==> src/sv/rrp_pkg.sv <==
// shared types and constants for the resp request parser
package rrp_pkg;

	// parser states
	typedef enum logic [2:0] {
		PS_START  = 3'd0,
		PS_INLINE = 3'd1,
		PS_LEN    = 3'd2,
		PS_LF     = 3'd3,
		PS_BUF    = 3'd4
	} ps_t;

	// kind of the item being parsed
	typedef enum logic [1:0] {
		IT_UNKNOWN = 2'd0,
		IT_ARRAY   = 2'd1,
		IT_BULK    = 2'd2,
		IT_INLINE  = 2'd3
	} it_t;

	// reported item kinds
	localparam logic [1:0] KIND_ARRAY  = 2'd0;
	localparam logic [1:0] KIND_BULK   = 2'd1;
	localparam logic [1:0] KIND_INLINE = 2'd2;

	// error codes
	localparam logic [1:0] ERR_NONE     = 2'd0;
	localparam logic [1:0] ERR_OVERFLOW = 2'd1;
	localparam logic [1:0] ERR_ITEMS    = 2'd2;

	// character codes
	localparam logic [7:0] CH_CR     = 8'h0D;
	localparam logic [7:0] CH_LF     = 8'h0A;
	localparam logic [7:0] CH_SP     = 8'h20;
	localparam logic [7:0] CH_ZERO   = 8'h30;
	localparam logic [7:0] CH_NINE   = 8'h39;
	localparam logic [7:0] CH_STAR   = 8'h2A;
	localparam logic [7:0] CH_DOLLAR = 8'h24;
	localparam logic [7:0] CH_PLUS   = 8'h2B;
	localparam logic [7:0] CH_MINUS  = 8'h2D;
	localparam logic [7:0] CH_COLON  = 8'h3A;

	localparam logic [15:0] BUF_SIZE_RESET = 16'd1024;

	// one result word
	typedef struct packed {
		logic        has_byte;
		logic [7:0]  data_byte;
		logic        item_end;
		logic [1:0]  item_kind;
		logic [2:0]  item_index;
		logic [31:0] item_length;
		logic        message_end;
		logic [1:0]  error;
	} rrp_result_t;

endpackage

==> src/sv/rrp_core.sv <==
// parser state registers and the per-byte step logic
module rrp_core #(
	parameter int MAX_ITEMS   = 8,
	parameter int LENGTH_BITS = 32
) (
	input  logic                 clk,
	input  logic                 arst_n,
	input  logic                 step,
	input  logic [7:0]           in_byte,
	input  logic [15:0]          buf_size,
	output rrp_pkg::rrp_result_t res,
	output logic                 res_valid
);

	localparam int IW = $clog2(MAX_ITEMS);
	localparam int LB = LENGTH_BITS;

	rrp_pkg::ps_t   state_q, state_d;
	rrp_pkg::it_t   type_q, type_d;
	logic [IW-1:0]  idx_q, idx_d;
	logic [LB-1:0]  rem_q, rem_d;
	logic [LB-1:0]  alen_q, alen_d;
	logic           first_arr_q, first_arr_d;
	logic [15:0]    used_q, used_d;
	logic [15:0]    start_q, start_d;
	logic [1:0]     err_q, err_d;

	// byte classes
	logic is_cr, is_lf, is_sp, is_digit, is_prefix, is_ignored;
	assign is_cr      = (in_byte == rrp_pkg::CH_CR);
	assign is_lf      = (in_byte == rrp_pkg::CH_LF);
	assign is_sp      = (in_byte == rrp_pkg::CH_SP);
	assign is_digit   = (in_byte >= rrp_pkg::CH_ZERO) && (in_byte <= rrp_pkg::CH_NINE);
	assign is_prefix  = (in_byte == rrp_pkg::CH_STAR) || (in_byte == rrp_pkg::CH_DOLLAR);
	assign is_ignored = in_byte inside {rrp_pkg::CH_PLUS, rrp_pkg::CH_MINUS,
		rrp_pkg::CH_COLON, rrp_pkg::CH_CR, rrp_pkg::CH_LF};

	// shared arithmetic
	logic [7:0]    dig_w;
	logic [LB-1:0] rem_x10;
	logic [LB-1:0] rem_dec;
	logic          store_ok;
	logic [15:0]   used_inc;
	logic [15:0]   used_new;
	logic          idx_wrap;
	logic          last_elem;
	logic [31:0]   rem_out;
	logic [2:0]    idx_out;

	assign dig_w     = in_byte - rrp_pkg::CH_ZERO;
	assign rem_x10   = (rem_q << 3) + (rem_q << 1) + {{(LB-4){1'b0}}, dig_w[3:0]};
	assign rem_dec   = rem_q - {{(LB-1){1'b0}}, 1'b1};
	assign store_ok  = (used_q < buf_size);
	assign used_inc  = used_q + 16'd1;
	assign used_new  = store_ok ? used_inc : used_q;
	assign idx_wrap  = (idx_q == IW'(MAX_ITEMS - 1));
	assign last_elem = first_arr_q && ({{(LB-IW){1'b0}}, idx_q} == alen_q);

	generate
		if (LB >= 32) begin : g_len_trunc
			assign rem_out = rem_q[31:0];
		end else begin : g_len_ext
			assign rem_out = {{(32-LB){1'b0}}, rem_q};
		end
		if (IW >= 3) begin : g_idx_trunc
			assign idx_out = idx_q[2:0];
		end else begin : g_idx_ext
			assign idx_out = {{(3-IW){1'b0}}, idx_q};
		end
	endgenerate

	// step events
	logic        offered, has, iend, mend, adv_item, e_store;
	logic [1:0]  kind;
	logic [31:0] len;

	always_comb begin
		offered  = 1'b0;
		has      = 1'b0;
		iend     = 1'b0;
		mend     = 1'b0;
		adv_item = 1'b0;
		e_store  = 1'b0;
		kind     = rrp_pkg::KIND_ARRAY;
		len      = 32'd0;
		case (state_q)
			rrp_pkg::PS_START: begin
				if (!is_prefix && !is_ignored) begin
					offered = 1'b1;
					has     = store_ok;
					e_store = !store_ok;
				end
			end
			rrp_pkg::PS_INLINE: begin
				if (is_cr || is_lf || is_sp) begin
					iend     = 1'b1;
					kind     = rrp_pkg::KIND_INLINE;
					len      = {16'd0, used_q - start_q};
					adv_item = is_sp;
					mend     = !is_sp;
				end else begin
					offered = 1'b1;
					has     = store_ok;
					e_store = !store_ok;
				end
			end
			rrp_pkg::PS_LF: begin
				if (is_lf) begin
					if (type_q == rrp_pkg::IT_ARRAY) begin
						iend     = 1'b1;
						kind     = rrp_pkg::KIND_ARRAY;
						len      = rem_out;
						mend     = (idx_q == '0) && (rem_q == '0);
						adv_item = !mend;
					end else if (rem_q == '0) begin
						iend     = 1'b1;
						kind     = rrp_pkg::KIND_BULK;
						mend     = last_elem;
						adv_item = !last_elem;
					end
				end
			end
			rrp_pkg::PS_BUF: begin
				offered = 1'b1;
				has     = store_ok;
				e_store = !store_ok;
				if (rem_dec == '0) begin
					iend     = 1'b1;
					kind     = rrp_pkg::KIND_BULK;
					len      = {16'd0, used_new - start_q};
					mend     = last_elem;
					adv_item = !last_elem;
				end
			end
			default: begin
			end
		endcase
	end

	// next state
	always_comb begin
		state_d     = state_q;
		type_d      = type_q;
		idx_d       = idx_q;
		rem_d       = rem_q;
		alen_d      = alen_q;
		first_arr_d = first_arr_q;
		used_d      = used_q;
		start_d     = start_q;
		case (state_q)
			rrp_pkg::PS_START: begin
				if (is_prefix) begin
					type_d  = (in_byte == rrp_pkg::CH_STAR) ? rrp_pkg::IT_ARRAY : rrp_pkg::IT_BULK;
					rem_d   = '0;
					state_d = rrp_pkg::PS_LEN;
				end else if (!is_ignored) begin
					type_d  = rrp_pkg::IT_INLINE;
					state_d = rrp_pkg::PS_INLINE;
					used_d  = used_new;
				end
			end
			rrp_pkg::PS_INLINE: begin
				if (iend) begin
					start_d = used_q;
				end else begin
					used_d = used_new;
				end
			end
			rrp_pkg::PS_LEN: begin
				if (is_cr) begin
					state_d = rrp_pkg::PS_LF;
				end else if (!is_digit) begin
					state_d = rrp_pkg::PS_START;
				end else begin
					rem_d = rem_x10;
				end
			end
			rrp_pkg::PS_LF: begin
				if (!is_lf) begin
					state_d = rrp_pkg::PS_START;
				end else if (type_q == rrp_pkg::IT_ARRAY) begin
					if (idx_q == '0) begin
						first_arr_d = 1'b1;
						alen_d      = rem_q;
					end
					state_d = rrp_pkg::PS_START;
				end else if (rem_q == '0) begin
					start_d = used_q;
					state_d = rrp_pkg::PS_START;
				end else begin
					state_d = rrp_pkg::PS_BUF;
				end
			end
			rrp_pkg::PS_BUF: begin
				used_d = used_new;
				rem_d  = rem_dec;
				if (iend) begin
					start_d = used_new;
					state_d = rrp_pkg::PS_START;
				end
			end
			default: begin
				state_d = rrp_pkg::PS_START;
			end
		endcase
		if (adv_item) begin
			idx_d = idx_wrap ? '0 : idx_q + IW'(1);
		end
		// first error of the message sticks
		if (err_q != rrp_pkg::ERR_NONE) begin
			err_d = err_q;
		end else if (e_store) begin
			err_d = rrp_pkg::ERR_OVERFLOW;
		end else if (adv_item && idx_wrap) begin
			err_d = rrp_pkg::ERR_ITEMS;
		end else begin
			err_d = rrp_pkg::ERR_NONE;
		end
	end

	always_ff @(posedge clk or negedge arst_n) begin
		if (!arst_n) begin
			state_q     <= rrp_pkg::PS_START;
			type_q      <= rrp_pkg::IT_UNKNOWN;
			idx_q       <= '0;
			rem_q       <= '0;
			alen_q      <= '0;
			first_arr_q <= 1'b0;
			used_q      <= '0;
			start_q     <= '0;
			err_q       <= rrp_pkg::ERR_NONE;
		end else if (step) begin
			if (mend) begin
				state_q     <= rrp_pkg::PS_START;
				type_q      <= rrp_pkg::IT_UNKNOWN;
				idx_q       <= '0;
				rem_q       <= '0;
				alen_q      <= '0;
				first_arr_q <= 1'b0;
				used_q      <= '0;
				start_q     <= '0;
				err_q       <= rrp_pkg::ERR_NONE;
			end else begin
				state_q     <= state_d;
				type_q      <= type_d;
				idx_q       <= idx_d;
				rem_q       <= rem_d;
				alen_q      <= alen_d;
				first_arr_q <= first_arr_d;
				used_q      <= used_d;
				start_q     <= start_d;
				err_q       <= err_d;
			end
		end
	end

	assign res_valid       = offered || iend;
	assign res.has_byte    = has;
	assign res.data_byte   = has ? in_byte : 8'd0;
	assign res.item_end    = iend;
	assign res.item_kind   = kind;
	assign res.item_index  = iend ? idx_out : 3'd0;
	assign res.item_length = len;
	assign res.message_end = mend;
	assign res.error       = err_d;

`ifndef SYNTHESIS
	a_clear_after_end: assert property (@(posedge clk) disable iff (!arst_n)
		step && mend |=> idx_q == '0 && err_q == rrp_pkg::ERR_NONE && !first_arr_q)
		else $error("message state not cleared after message end");
	a_idx_range: assert property (@(posedge clk) disable iff (!arst_n)
		idx_q <= IW'(MAX_ITEMS - 1))
		else $error("item index beyond item limit");
	a_buf_nonzero: assert property (@(posedge clk) disable iff (!arst_n)
		state_q == rrp_pkg::PS_BUF |-> rem_q != '0)
		else $error("bulk payload state with zero bytes left");
`endif

endmodule

==> src/sv/resp_request_parser.sv <==
// top level of the streaming resp request parser
// input path: a word accepted at the input waits in the input stage until the parser steps it, and its
//   result word is registered and offered from the output register; an output stall holds both
// throughput: one byte per cycle while the output is not stalled, set by the parser step in rrp_core
// reset: arst_n clears the parser to the start state, empties both stages and loads
//   buffer_size with 1024; no clearing pass
module resp_request_parser #(
	parameter int MAX_ITEMS   = 8,
	parameter int LENGTH_BITS = 32
) (
	input  logic        clk,
	input  logic        arst_n,
	// byte input channel
	input  logic        in_valid,
	output logic        in_ready,
	input  logic [7:0]  in_byte,
	// result channel
	output logic        out_valid,
	input  logic        out_ready,
	output logic        has_byte,
	output logic [7:0]  data_byte,
	output logic        item_end,
	output logic [1:0]  item_kind,
	output logic [2:0]  item_index,
	output logic [31:0] item_length,
	output logic        message_end,
	output logic [1:0]  error,
	// buffer size configuration channel
	input  logic        cfg_valid,
	output logic        cfg_ready,
	input  logic [15:0] cfg_data
);

	// input stage: one byte waiting for the parser step
	logic       valid_s1;
	logic [7:0] byte_s1;

	// output register
	logic                 out_valid_q;
	rrp_pkg::rrp_result_t res_q;

	// configuration register
	logic [15:0] buffer_size_q;

	// parser step
	rrp_pkg::rrp_result_t res;
	logic                 res_valid;
	logic                 out_free;
	logic                 step;

	// output slot is free if empty or being drained this cycle
	assign out_free = !out_valid_q || out_ready;
	// a byte that makes no result word never waits on the output
	assign step     = valid_s1 && (!res_valid || out_free);
	assign in_ready = !valid_s1 || step;

	always_ff @(posedge clk or negedge arst_n) begin
		if (!arst_n) begin
			valid_s1 <= 1'b0;
		end else if (in_valid && in_ready) begin
			valid_s1 <= 1'b1;
		end else if (step) begin
			valid_s1 <= 1'b0;
		end
	end

	always_ff @(posedge clk) begin
		if (in_valid && in_ready) begin
			byte_s1 <= in_byte;
		end
	end

	rrp_core #(
		.MAX_ITEMS   (MAX_ITEMS),
		.LENGTH_BITS (LENGTH_BITS)
	) u_core (
		.clk       (clk),
		.arst_n    (arst_n),
		.step      (step),
		.in_byte   (byte_s1),
		.buf_size  (buffer_size_q),
		.res       (res),
		.res_valid (res_valid)
	);

	// result word register
	always_ff @(posedge clk or negedge arst_n) begin
		if (!arst_n) begin
			out_valid_q <= 1'b0;
		end else if (step && res_valid) begin
			out_valid_q <= 1'b1;
		end else if (out_ready) begin
			out_valid_q <= 1'b0;
		end
	end

	always_ff @(posedge clk) begin
		if (step && res_valid) begin
			res_q <= res;
		end
	end

	// the user must write the configuration only while the parser is idle; the block does not enforce it
	assign cfg_ready = 1'b1;

	always_ff @(posedge clk or negedge arst_n) begin
		if (!arst_n) begin
			buffer_size_q <= rrp_pkg::BUF_SIZE_RESET;
		end else if (cfg_valid && cfg_ready) begin
			buffer_size_q <= cfg_data;
		end
	end

	assign out_valid   = out_valid_q;
	assign has_byte    = res_q.has_byte;
	assign data_byte   = res_q.data_byte;
	assign item_end    = res_q.item_end;
	assign item_kind   = res_q.item_kind;
	assign item_index  = res_q.item_index;
	assign item_length = res_q.item_length;
	assign message_end = res_q.message_end;
	assign error       = res_q.error;

`ifndef SYNTHESIS
	a_mend_has_item: assert property (@(posedge clk) disable iff (!arst_n)
		out_valid_q && res_q.message_end |-> res_q.item_end)
		else $error("message end without a finished item");
	a_byte_end_bulk: assert property (@(posedge clk) disable iff (!arst_n)
		out_valid_q && res_q.has_byte && res_q.item_end |-> res_q.item_kind == rrp_pkg::KIND_BULK)
		else $error("content byte with item end outside a bulk string");
	a_no_overwrite: assert property (@(posedge clk) disable iff (!arst_n)
		step && res_valid |-> out_free)
		else $error("result word loaded over a waiting one");
`endif

endmodule

==> config.mk <==
export PLATFORM = sky130hd
export DESIGN_NAME = resp_request_parser
export DESIGN_NICKNAME = d
export VERILOG_FILES = /design/src/sv/rrp_pkg.sv /design/src/sv/rrp_core.sv /design/src/sv/resp_request_parser.sv
export SDC_FILE = /design/constraint.sdc
export NUM_CORES = 1
export LEC_CHECK = 0
export BUFFER_PORTS_ARGS = -buffer_cell sky130_fd_sc_hd__buf_2
export CAP_MARGIN = 20
export CORE_MARGIN = 1.5
export CORE_UTILIZATION = 50
export CTS_CLUSTER_DIAMETER = 100
export CTS_CLUSTER_SIZE = 28
export DETAILED_ROUTE_END_ITERATION = 12
export PLACE_DENSITY = 0.68
export SETUP_SLACK_MARGIN = 0.02
export SLEW_MARGIN = 10
export SYNTH_ARGS = -nofsm -noshare
export SYNTH_HDL_FRONTEND = slang
export SYNTH_SLANG_ARGS = --single-unit
==> constraint.sdc <==
create_clock -name clk -period 6.2 [get_ports clk]
set_input_delay 0.62 -clock clk [delete_from_list [all_inputs] [get_ports clk]]
set_output_delay 0.62 -clock clk [all_outputs]
set_load 0.05 [all_outputs]
-- Yosys cells after proc, flatten, opt, wreduce, memory -nomap -nowiden
Cells that the tools add are included.
- word-level logic and storage cells: 202
- input bits: 29
- bits in registers: 183
- add/subtract/negate cells: 8
- magnitude comparators: 3
- reduce and logical (&&, ||, !) cells: 48
- mux-type cells: 92
- equality and inequality tests: 30
- operators with widths (kind ; number):
    $mux W32 ; 11
    $mux W16 ; 13
    $pmux W32 S3 ; 2
    $pmux W16 S3 ; 2
    $logic_not A32 Y1 ; 2
    $eq A8 B6 Y1 const B ; 6
    $mux W3 ; 12
    $add A32 B32 Y32 ; 1
    $add A32 B4 Y32 ; 1
    $eq A3 B32 Y1 ; 1
    $mux W1 ; 32
    $sub A16 B16 Y16 ; 2
    $sub A32 B1 Y32 const B ; 1
    $mux W2 ; 12
    $reduce_and A5 Y1 ; 4
    $ne A3 B1 Y1 const B ; 6
    $pmux W1 S3 ; 6
    $reduce_bool A2 Y1 ; 9
    $add A16 B1 Y16 const B ; 1
    $eq A8 B4 Y1 const B ; 2
    $lt A16 B16 Y1 ; 1
    $pmux W3 S5 ; 1
    $ne A3 B3 Y1 const B ; 4
    $reduce_bool A4 Y1 ; 3
    other kinds (20) ; 46

-- Longest topological paths before layout
Gate-level depths: netlist (run 1).
- depth in word-level cells: 13
- depth in mapped cells: 24
- gate-level depth less buffers: 21

-- Hierarchy
Synthesis (run 1) repeated with hierarchy kept, for this count alone.
- cell total of the unflattened synthesis: 1402
- area total of the unflattened synthesis: 12996.2 µm²
- modules (own cells, without submodules) (module ; area each (µm²) ; cells each ; instances):
    rrp_core ; 10493.8 ; 1298 ; 1
    resp_request_parser ; 2502.4 ; 104 ; 1

-- Worst setup path after synthesis (run 1)
Ideal clock, no wire load.
- kind: reg2reg
- start: reg u_core.rem_q[13], in the netlist u_core.rem_out[13]
- end: reg res_q, in the netlist data_byte[0], enable pin
- data arrival time: 4.747 ns
- path buffers: 1
- setup slack: 0.988 ns
- stages on the path, launching flop included: 8
- cells stage by stage: dfrtp_1 > buf_6 > or4_4 > or4_4 > nor4_2 > o21ai_0 > or3b_2 > nor2b_1
- longest elaborated chain between the ends: 10
- elaborated cells between the ends (all ways): 13
- classes of those cells: add/sub (1); mux (5); reduce/logical (7)
- RTL lines (element ; line ; text):
    start, declared ; rrp_core.sv:21 ; logic [LB-1:0] rem_q, rem_d;
    start signal, assigned ; rrp_core.sv:247 ; rem_q <= rem_d;
    parallel branches: the longest is 4 deep, another holds $sub A32 B1 Y32 ; -- ;
    $pmux W1 S3 (*) ; rrp_core.sv:86 ; case (state_q)
    $logic_or A1 B1 Y1 (*) ; rrp_core.sv:257 ; assign res_valid = offered || iend;
    $logic_not A1 Y1 ; resp_request_parser.sv:54 ; assign step = valid_s1 && (!res_valid || out_free);
    $logic_or A1 B1 Y1 ; resp_request_parser.sv:54 ;
    $logic_and A1 B1 Y1 ; resp_request_parser.sv:54 ;
    $logic_and A1 B1 Y1 (*) ; resp_request_parser.sv:98 ; if (step && res_valid) begin
    end signal, assigned ; resp_request_parser.sv:99 ; res_q <= res;
    end, declared ; resp_request_parser.sv:40 ; rrp_pkg::rrp_result_t res_q;
Every way passes the cells marked *.
A chain may end at the register's enable or synchronous reset.

==> impl_metrics.toml, run 1 <==
[yosys]
synth_top_area_cell = "dfrtp_1"
synthFlopType = "dfrtp_1"
synth_most_common_cell = "dfrtp_1"
synth_area_leaders = "dfrtp_1 24%, edfxtp_1 13%, ha_1 10%"
synth_top_cells_by_count = "124 x dfrtp_1, 119 x nand2_1, 109 x ha_1"
synth.distinct_cells = 88
yosys.area.top_type_share = 0.236
synth_area_per_cell_um2 = 9.23
syn_area_um2 = 13200
synth_edf_count = 58
yosysSeqAreaShare = 0.370
synthCells = 1425
synth.ff_latch_count = 183
yosys_warnings = 0
ys_async_sr_fraction = 0.683
syn_nets = 1567

[pwr]
power.density_nw_per_um2 = 351
p_leak_uw = 0.00652
p_total_uw = 5060
ir_drop_mv = 0.252

[floorplan]
die_h_um = 165
io_pins = 82
core_um2 = 25900
rows = 59
die_w_um = 165
initial_core_util = 0.508
die_area_um2 = 27300

[placed_design]
dp_hpwl_um = 26400
portBuffers = 80
placed_cells = 1779
gp_congestion = 0.895

[final_layout]
stdcell_count = 1813
final_util = 0.557
drive_gt1_frac = 0.131
layout.nets = 1607
syn_to_final_growth_pct = 9.69
antenna_cells = 0

[sta]
period_minus_slack_ps = 5490
maxSlewViolCount = 0
relSlewSlack = 0.345
tightest_slew_ps = 974
worst_clock_skew_ps = 16.9
fin_crit_sh = 0.885
fin_tns_setup_ps = 0
rsz0062_at_grt = "false"
fmax_ghz = 0.182
setup-violations-final = 0
hold_viol_final = 0

[clocking]
clk_pin_slew_ps = 90
ctsResizeCount = 0
cts_sinks = 183
clock_path_buffers = 2
cts_tree = "yes"
ctsHoldBuffers = 0
cts-root-buf = "clkbuf_16"
numCtsBuffers = 17
post_cts_buffers = 0
htree_levels = 4
clock_latency_ps = 440

[setup_path]
cp-end-kind = "flop"
crit_path_frequent_cell = "a21o_1"
start_kind = "flop"
required_ps = 6380
crit_start = "u_core.used_q[9]$_DFFE_PN0P_"
r2r-start = "u_core.used_q[9]$_DFFE_PN0P_"
worstSetupPathType = "reg -> reg"
path_cells = "ha_1 > a21o_1 > a21o_1 > a211oi_1 > o21bai_1 > a21o_1 > a221oi_2 > buf_4 > mux2i_1 > inv_1 > ha_1 > nor2b_1 > o21a_1 > o21ai_0 > a211oi_1 > nor3_1 > o31ai_1 > a21oi_1 > o21ai_0 > xnor2_1 > a221o_1"
cp.arrival_ps = 5670
cp_max_fo = 29
cp_slowest_cell = "dfrtp_1"
max_stage_delay_ps = 480

[routing]
drt_wl_total_um = 37000
drc = 0
avgRoutedWirePerCell_um = 20.4
antenna_left = 0
routed_via_density = 6.28
dr.first_iter.drc_count = 1183
firstDrtPassIters = 5
dr_total_vias = 11400

[hold_path]
hp-class = "in -> async"

[global_route]
grt_pass1_wl_um = 58700
overflow = 0
grt_pass1_vias = 10600
grt.total_usage = 0.277
grt_max_degree = 54
antenna_found_initial = 0

[status]
status = "complete, no violations"

[run]
cap_violations = 0
[power by group]
group / leakage (uW) / internal, uW / switching, uW
Combinational: 0.00398 / 772 / 1520
Clock: 0.000302 / 555 / 589
Sequential: 0.00224 / 1450 / 175
Total: 0.00652 / 2780 / 2280
[metal layers]
layer,GRT usage,vias up,part of all wire
li1,-,5387,-
met1,0.418,5493,0.48
met2,0.415,473,0.43
met3,0.0352,41,0.074
met4,0.0704,0,0.016
met5,0,-,0
[critical path, delay by kind of cell, from the launching register on]
kind / cells / cell delay (ps)
simple gates: 2 / 510
flops: 1 / 480
mux: 1 / 380
fa+ha+maj: 2 / 600
xor+xnor: 1 / 150
compound gates: 13 / 2640
buf+inv: 2 / 460
[final timing paths]
kind / to / slack (ps) / cells after the start
worst max register to register: item_length[15]$_DFFE_PP_ / 710 / 21
min in group clk: byte_s1[3]$_DFFE_PP_ / 360 / 1
worst min register to register: u_core.first_arr_q$_DFFE_PN0P_ / 480 / 1
max in group asynchronous: u_core.alen_q[30]$_DFFE_PN0P_ / 4830 / 2
worst min-delay path: buffer_size_q[14]$_DFFE_PN0P_ / 200 / 1
worst max-delay path: item_length[15]$_DFFE_PP_ / 710 / 21
[kinds of logic after synthesis]
logic type | synth area share
adders and majority gates | 0.110
AOI/OAI and AO/OA | 0.209
muxes | 0.0204
and+or+nand+nor | 0.186
DFF | 0.370
xor gates and xnor gates | 0.0553
buffers and inverters | 0.0487
other | 0.000285
[per-stage QoR]
step / worst slack (ps) / area [um2] / hold WS (ps)
after floorplan: 988 / 13200 / 324
after global placement: 910 / 13800 / 461
after detailed placement: 851 / 13800 / 471
after CTS: 804 / 14400 / 226
after global routing: 311 / 14400 / 251
final: 711 / 14400 / 202
[area by class of cell]
class / count / area (um2)
clock buffers: 17 / 425
clock inverters: 15 / 200
fillers: 2294 / 11500
inverters: 73 / 277
multi-input cells: 1088 / 7670
flip-flops and latches: 183 / 4870
well taps: 335 / 419
repair buffers: 102 / 566
[sequential cells by signal, indices dropped and copies added (netlist names), 2 cells and up]
signal and flops:
item_length 32, u_core.alen_q 32, u_core.rem_out 32, buffer_size_q 16
u_core.start_q 16, u_core.used_q 16, byte_s1 8, data_byte 8
item_index 3, u_core.idx_out 3, u_core.state_q 3, error 2
item_kind 2, u_core.err_q 2, u_core.type_q 2
[cell usage in the layout (no fill, tap or decap), types with 12 or more instances in the layout]
master     Yosys  routed
dfrtp_1      124     124
nand2_1      119     119
ha_1         109     109
o21ai_0       92      92
buf_2         12      80
nor2_1        79      77
inv_1         71      71
a21oi_1       71      71
edfxtp_1      58      58
a22o_1        50      50
xnor2_1       46      46
nand3_1       41      41
nor3_1        37      37
xor2_1        37      37
or3_1         26      26
and2_1        24      24
nand4_1       23      23
buf_4          4      22
nor4_1        20      20
and3_1        20      20
a21o_1        19      19
o31ai_1       18      18
clkbuf_16      0      17
o22ai_1       13      13
a31oi_1       13      13
a22oi_1       13      13
o211ai_1      12      12
nand2b_1      12      12
o21ai_1       13      12
Note: power is estimated with default switching activity, not from simulation.
==> run 2: changes to the inputs <==
BUFFER_PORTS_ARGS = not set   (was -buffer_cell sky130_fd_sc_hd__buf_2)
DONT_BUFFER_PORTS = 1   (was not set)
PLACE_DENSITY = not set   (was 0.68)
SYNTH_HIERARCHICAL = 1   (was not set)
==> run 2 against run 1 <==
Net effect:
- clock skew rose by 1.7 ps
- combinational power fell by 38%
- synthesized area decreased by 1.2%
- largest power group is now sequential cells
- global-route usage fell by 0.66 points
- count of clock-buffer cells in the layout unchanged
- routed wire length decreased by 4.1%
- critical path type unchanged
- via count shrank 5.6%
==> impl_metrics.toml, run 2 <==
[global_route]
grt_pass1_vias = 10300
grt_max_degree = 125
antenna_found_initial = 0
overflow = 0
grt_pass1_wl_um = 56200
grt.total_usage = 0.270

[yosys]
yosysSeqAreaShare = 0.375
synth_area_per_cell_um2 = 9.27
syn_area_um2 = 13000
ys_async_sr_fraction = 0.683
yosys_warnings = 6
synth.distinct_cells = 84
synth.ff_latch_count = 183
synth_area_leaders = "dfrtp_1 24%, edfxtp_1 13%, ha_1 10%"
synthFlopType = "dfrtp_1"
yosys.area.top_type_share = 0.239
synth_edf_count = 58
syn_nets = 1544
synth_top_cells_by_count = "124 x dfrtp_1, 109 x ha_1, 101 x o21ai_0"
synth_top_area_cell = "dfrtp_1"
synth_most_common_cell = "dfrtp_1"
synthCells = 1402

[status]
status = "complete, no violations"

[pwr]
power.density_nw_per_um2 = 320
ir_drop_mv = 0.294
p_leak_uw = 0.00602

[routing]
antenna_left = 0
avgRoutedWirePerCell_um = 20.9
drc = 0
wl_met1_um = 15700
routed_via_density = 6.33
met3_length_um = 1600
drt_wl_total_um = 35500
dr.first_iter.drc_count = 770
firstDrtPassIters = 6
dr_total_vias = 10800
routed.top_layer = "met4"
met2WireLength_um = 17400

[placed_design]
portBuffers = 0
gp_congestion = 0.890
dp_hpwl_um = 25300

[sta]
fin_tns_setup_ps = 0
fin_crit_sh = 0.856
worst_clock_skew_ps = 18.6
rsz0062_at_grt = "false"
fmax_ghz = 0.188
maxSlewViolCount = 0
setup-violations-final = 0
period_minus_slack_ps = 5310
hold_slack_ps = 113
hold_viol_final = 0
tightest_slew_ps = 1100
relSlewSlack = 0.264

[floorplan]
rows = 58
die_h_um = 164
io_pins = 82
die_w_um = 164
initial_core_util = 0.513
core_um2 = 25300
die_area_um2 = 27000

[hold_path]
hp-class = "in -> async"

[clocking]
ctsResizeCount = 0
cts_sinks = 183
clock_latency_ps = 450
htree_levels = 4
cts_tree = "yes"
cts-root-buf = "clkbuf_16"
clk_pin_slew_ps = 90
clock_path_buffers = 2
numCtsBuffers = 17
post_cts_buffers = 0
ctsHoldBuffers = 2

[final_layout]
syn_to_final_growth_pct = 6.97
drive_gt1_frac = 0.0686
fillers = 2319
mostFrequentLayoutCells = "124 x dfrtp_1, 109 x ha_1, 101 x o21ai_0"
antenna_cells = 0
final_common_cell = "dfrtp_1"
layout.nets = 1499

[setup_path]
cp.arrival_ps = 5670
start_kind = "flop"
required_ps = 6570
cp-end-kind = "flop"
worstSetupPathType = "reg -> reg"
cp_max_fo = 25

[run]
cap_violations = 0
run 2: power breakdown:
group | internal, uW | switching (uW)
clock network | 565 | 600
logic | 595 | 814
registers | 1440 | 439
total | 2600 | 1850
run 2: cells by family (layout without fill, tap and decap cells):
kind of cell    after synthesis  in the layout  synth area share
xor+xnor                     91             91            0.0613
buf+inv                     144            112            0.0462
simple gates                452            452             0.182
other cells                   1              1          0.000289
fa+ha+maj                   113            113             0.111
mux                          20             20            0.0201
flops                       183            183             0.375
compound gates              398            398             0.204
run 2: metrics by stage:
stage          setup slack, ps  std cells  total power, uW  cell area (um2)   util
2_1_floorplan              611       1402             2950            13000      -
3_3_place_gp              1040       1665             3260            13200  0.521
3_5_place_dp               963       1666             3280            13200  0.522
4_1_cts                    938       1700             4480            13900  0.549
5_1_grt                    557       1700             4690            13900  0.549
6_report                   891       1700             4450            13900  0.549
run 2: path summary, 6_finish.rpt:
kind | startpoint | slack (ps) | depth (start not counted) | end
setup / recovery | u_core/rem_out[0]$_DFFE_PN0P_ | 890 | 16 | u_core/rem_out[5]$_DFFE_PN0P_
hold / removal | arst_n | 110 | 1 | buffer_size_q[14]$_DFFE_PN0P_
setup reg to reg | u_core/rem_out[0]$_DFFE_PN0P_ | 890 | 16 | u_core/rem_out[5]$_DFFE_PN0P_
hold reg to reg | u_core/first_arr_q$_DFFE_PN0P_ | 480 | 1 | u_core/first_arr_q$_DFFE_PN0P_
max in group asynchronous | arst_n | 5560 | 1 | u_core/alen_q[25]$_DFFE_PN0P_
min in group clk | in_byte[7] | 260 | 0 | byte_s1[7]$_DFFE_PP_
run 2: final cells by class:
| type | instances | area, um2 | share of cell area |
|---|---|---|---|
| sequential | 183 | 4870 | 0.350 |
| timing repair buffer | 18 | 178 | 0.0128 |
| multi-input combinational | 1075 | 7570 | 0.544 |
| tap | 330 | 413 | 0.0297 |
| clock inverter | 15 | 214 | 0.0154 |
| inverter | 62 | 233 | 0.0167 |
| clock buffer | 17 | 425 | 0.0306 |
run 2: critical path, cell delays in order (launching register included):
cell      delay [ps]
dfrtp_1          510
inv_1            160
ha_1             260
or3b_1           500
nor4_4           540
nand3b_2         210
a2111o_1         440
a2111o_1         540
nand2_1          240
or2_2            170
a21boi_0          80
buf_4            200
o21ai_0          130
or3_1            680
buf_4            340
o21ai_0          110
o21ai_0          110
run 2: layer usage:
metal,global-route usage,vias to the layer above
met1,0.361,5261
met4,0.0905,0
met5,0,-
met2,0.449,308
met3,0.0364,55
li1,-,5136
==> run 3: changes to the inputs <==
ABC_AREA = 1   (was not set)
CTS_BUF_LIST = sky130_fd_sc_hd__clkbuf_4 sky130_fd_sc_hd__clkbuf_8   (was not set)
==> run 3 against run 2 <==
Net effect:
- sequential cell count unchanged
- global-route usage is 2.2 points higher
- synthesized area increased by 8.4%
- register-to-register slack better by 550 ps
- largest power group is now combinational logic
- highest routed layer unchanged
==> impl_metrics.toml, run 3 <==
[final_layout]
antenna_cells = 0
multi_input_comb_area_um2 = 7960
fillers = 2789
layout.nets = 2062
stdcell_count = 2311
mostFrequentLayoutCells = "558 x nand2_1, 239 x inv_1, 180 x nor2_1"
drive_gt1_frac = 0.0610
final_common_cell = "nand2_1"
syn_to_final_growth_pct = 4.75
final-seq-area_um2 = 4870

[routing]
routed_via_density = 5.58
avgRoutedWirePerCell_um = 17.7
dr.first_iter.drc_count = 1289
antenna_left = 0
dr_total_vias = 12900
firstDrtPassIters = 5
drc = 0
drt_wl_total_um = 41000

[run]
cap_violations = 0

[yosys]
synth.ff_latch_count = 183
synth_area_per_cell_um2 = 7.26
synth_edf_count = 58
synthCells = 1941
syn_nets = 2083
synth_top_cells_by_count = "558 x nand2_1, 240 x inv_1, 182 x nor2_1"
syn_area_um2 = 14100
synth_area_leaders = "dfrtp_1 22%, nand2_1 15%, edfxtp_1 12%"
synth.distinct_cells = 60
yosys.area.top_type_share = 0.220
yosys_warnings = 6
synthFlopType = "dfrtp_1"
synth_most_common_cell = "nand2_1"
ys_async_sr_fraction = 0.683
yosysSeqAreaShare = 0.346
synth_top_area_cell = "dfrtp_1"

[global_route]
met1_usage = 0.437
use_met2 = 0.438
antenna_found_initial = 0
grt_pass1_vias = 12100
grt.total_usage = 0.292
grt_pass1_wl_um = 65600
grtUsageMet3 = 0.0407
overflow = 0
grt_max_degree = 126
busiest_layer = "met2"

[clocking]
numCtsBuffers = 17
ctsHoldBuffers = 1
post_cts_buffers = 0
cts_tree = "yes"
clock_path_buffers = 2
cts-root-buf = "clkbuf_8"
htree_levels = 4
cts_sinks = 183
clk_pin_slew_ps = 110
ctsResizeCount = 0
clock_latency_ps = 510

[placed_design]
portBuffers = 0
gp_congestion = 0.957
place_ws_ps = 1530
dp_hpwl_um = 31100
placed_cells = 2278

[sta]
period_minus_slack_ps = 4760
fin_ws_ps = 1440
hold_slack_ps = 77.1
relSlewSlack = 0.304
fmax_ghz = 0.210
fin_crit_sh = 0.768
tightest_slew_ps = 1020
worst_clock_skew_ps = 22.4
maxSlewViolCount = 0
rsz0062_at_grt = "false"
fin_tns_setup_ps = 0
setup-violations-final = 0
hold_viol_final = 0

[floorplan]
core_um2 = 27800
initial_core_util = 0.507
rows = 61
io_pins = 82
die_w_um = 171
die_area_um2 = 29200
die_h_um = 171

[setup_path]
cp.arrival_ps = 5000
required_ps = 6440
start_kind = "flop"
worstSetupPathType = "reg -> reg"
cp_max_fo = 20
crit_start = "u_core/used_q[1]$_DFFE_PN0P_"
r2r-start = "u_core/used_q[1]$_DFFE_PN0P_"
cp-end-kind = "flop"

[pwr]
power.density_nw_per_um2 = 394
ir_drop_mv = 0.321
p_leak_uw = 0.00775

[status]
status = "complete, no violations"

[hold_path]
hp-class = "in -> async"
[run 3: area by class of cell]
cell class | count | area share
multi-input combinational | 1460 | 0.540
tap | 378 | 0.0321
clock buffer | 17 | 0.0159
clock inverter | 15 | 0.0124
inverter | 246 | 0.0626
sequential | 183 | 0.330
timing repair buffer | 12 | 0.00746
[run 3: metrics by stage]
stage,utilization,cell area (um2),total power (uW)
global route,0.531,14800,6300
finish,0.531,14800,5820
floorplan,-,14100,4250
global placement,0.515,14300,4880
CTS,0.531,14800,5810
detailed placement,0.515,14300,4910
[run 3: cells by family after synthesis]
group                      Yosys count  share of synthesized area
adders and majority gates          113                      0.103
AOI/OAI and AO/OA                  278                      0.121
and+or+nand+nor                   1020                      0.311
xor gates and xnor gates            48                     0.0309
DFF                                183                      0.346
buffers and inverters              298                     0.0894
other                                1                   0.000266
[run 3: path summary, 6_finish.rpt]
check                                                  to  slack (ps)  cells after the start
min in group clk            buffer_size_q[15]$_DFFE_PN0P_         180                      1
max in group asynchronous  u_core/rem_out[25]$_DFFE_PN0P_        5630                      1
hold reg to reg             buffer_size_q[10]$_DFFE_PN1P_         480                      2
setup reg to reg                item_length[13]$_DFFE_PP_        1440                     23
setup / recovery                item_length[13]$_DFFE_PP_        1440                     23
hold / removal               u_core/type_q[0]$_DFFE_PN0P_          80                      1
[run 3: power breakdown]
part           internal (uW)  leakage (uW)  switching [uW]
Clock                    342      0.000205             516
Sequential              1520       0.00223             531
Combinational            969       0.00532            1940
Total                   2830       0.00775            2990
[run 3: critical path: stages (launching register included)]
cell and delay [ps]:
dfrtp_1 530, ha_1 290, a21oi_1 140, o21a_1 150, o211ai_1 140, nand2_1 90, nand2_1 50, buf_4 210
inv_1 400, nand2_1 110, nand2_1 110, inv_1 60, ha_1 350, nand2_1 80, o21ai_0 180, a21oi_1 100
o21ai_0 420, a21boi_0 230, o21ai_0 400, nand2_1 120, nand2_1 80, nand2_1 50, nand3_1 80, o211ai_1 110
[run 3: metal layers]
metal	wire length [um]	part of all wire	up-vias
met5	0	0	-
met4	655	0.016	0
met3	2560	0.063	40
met2	17400	0.42	445
met1	20400	0.50	6048
li1	-	-	6369
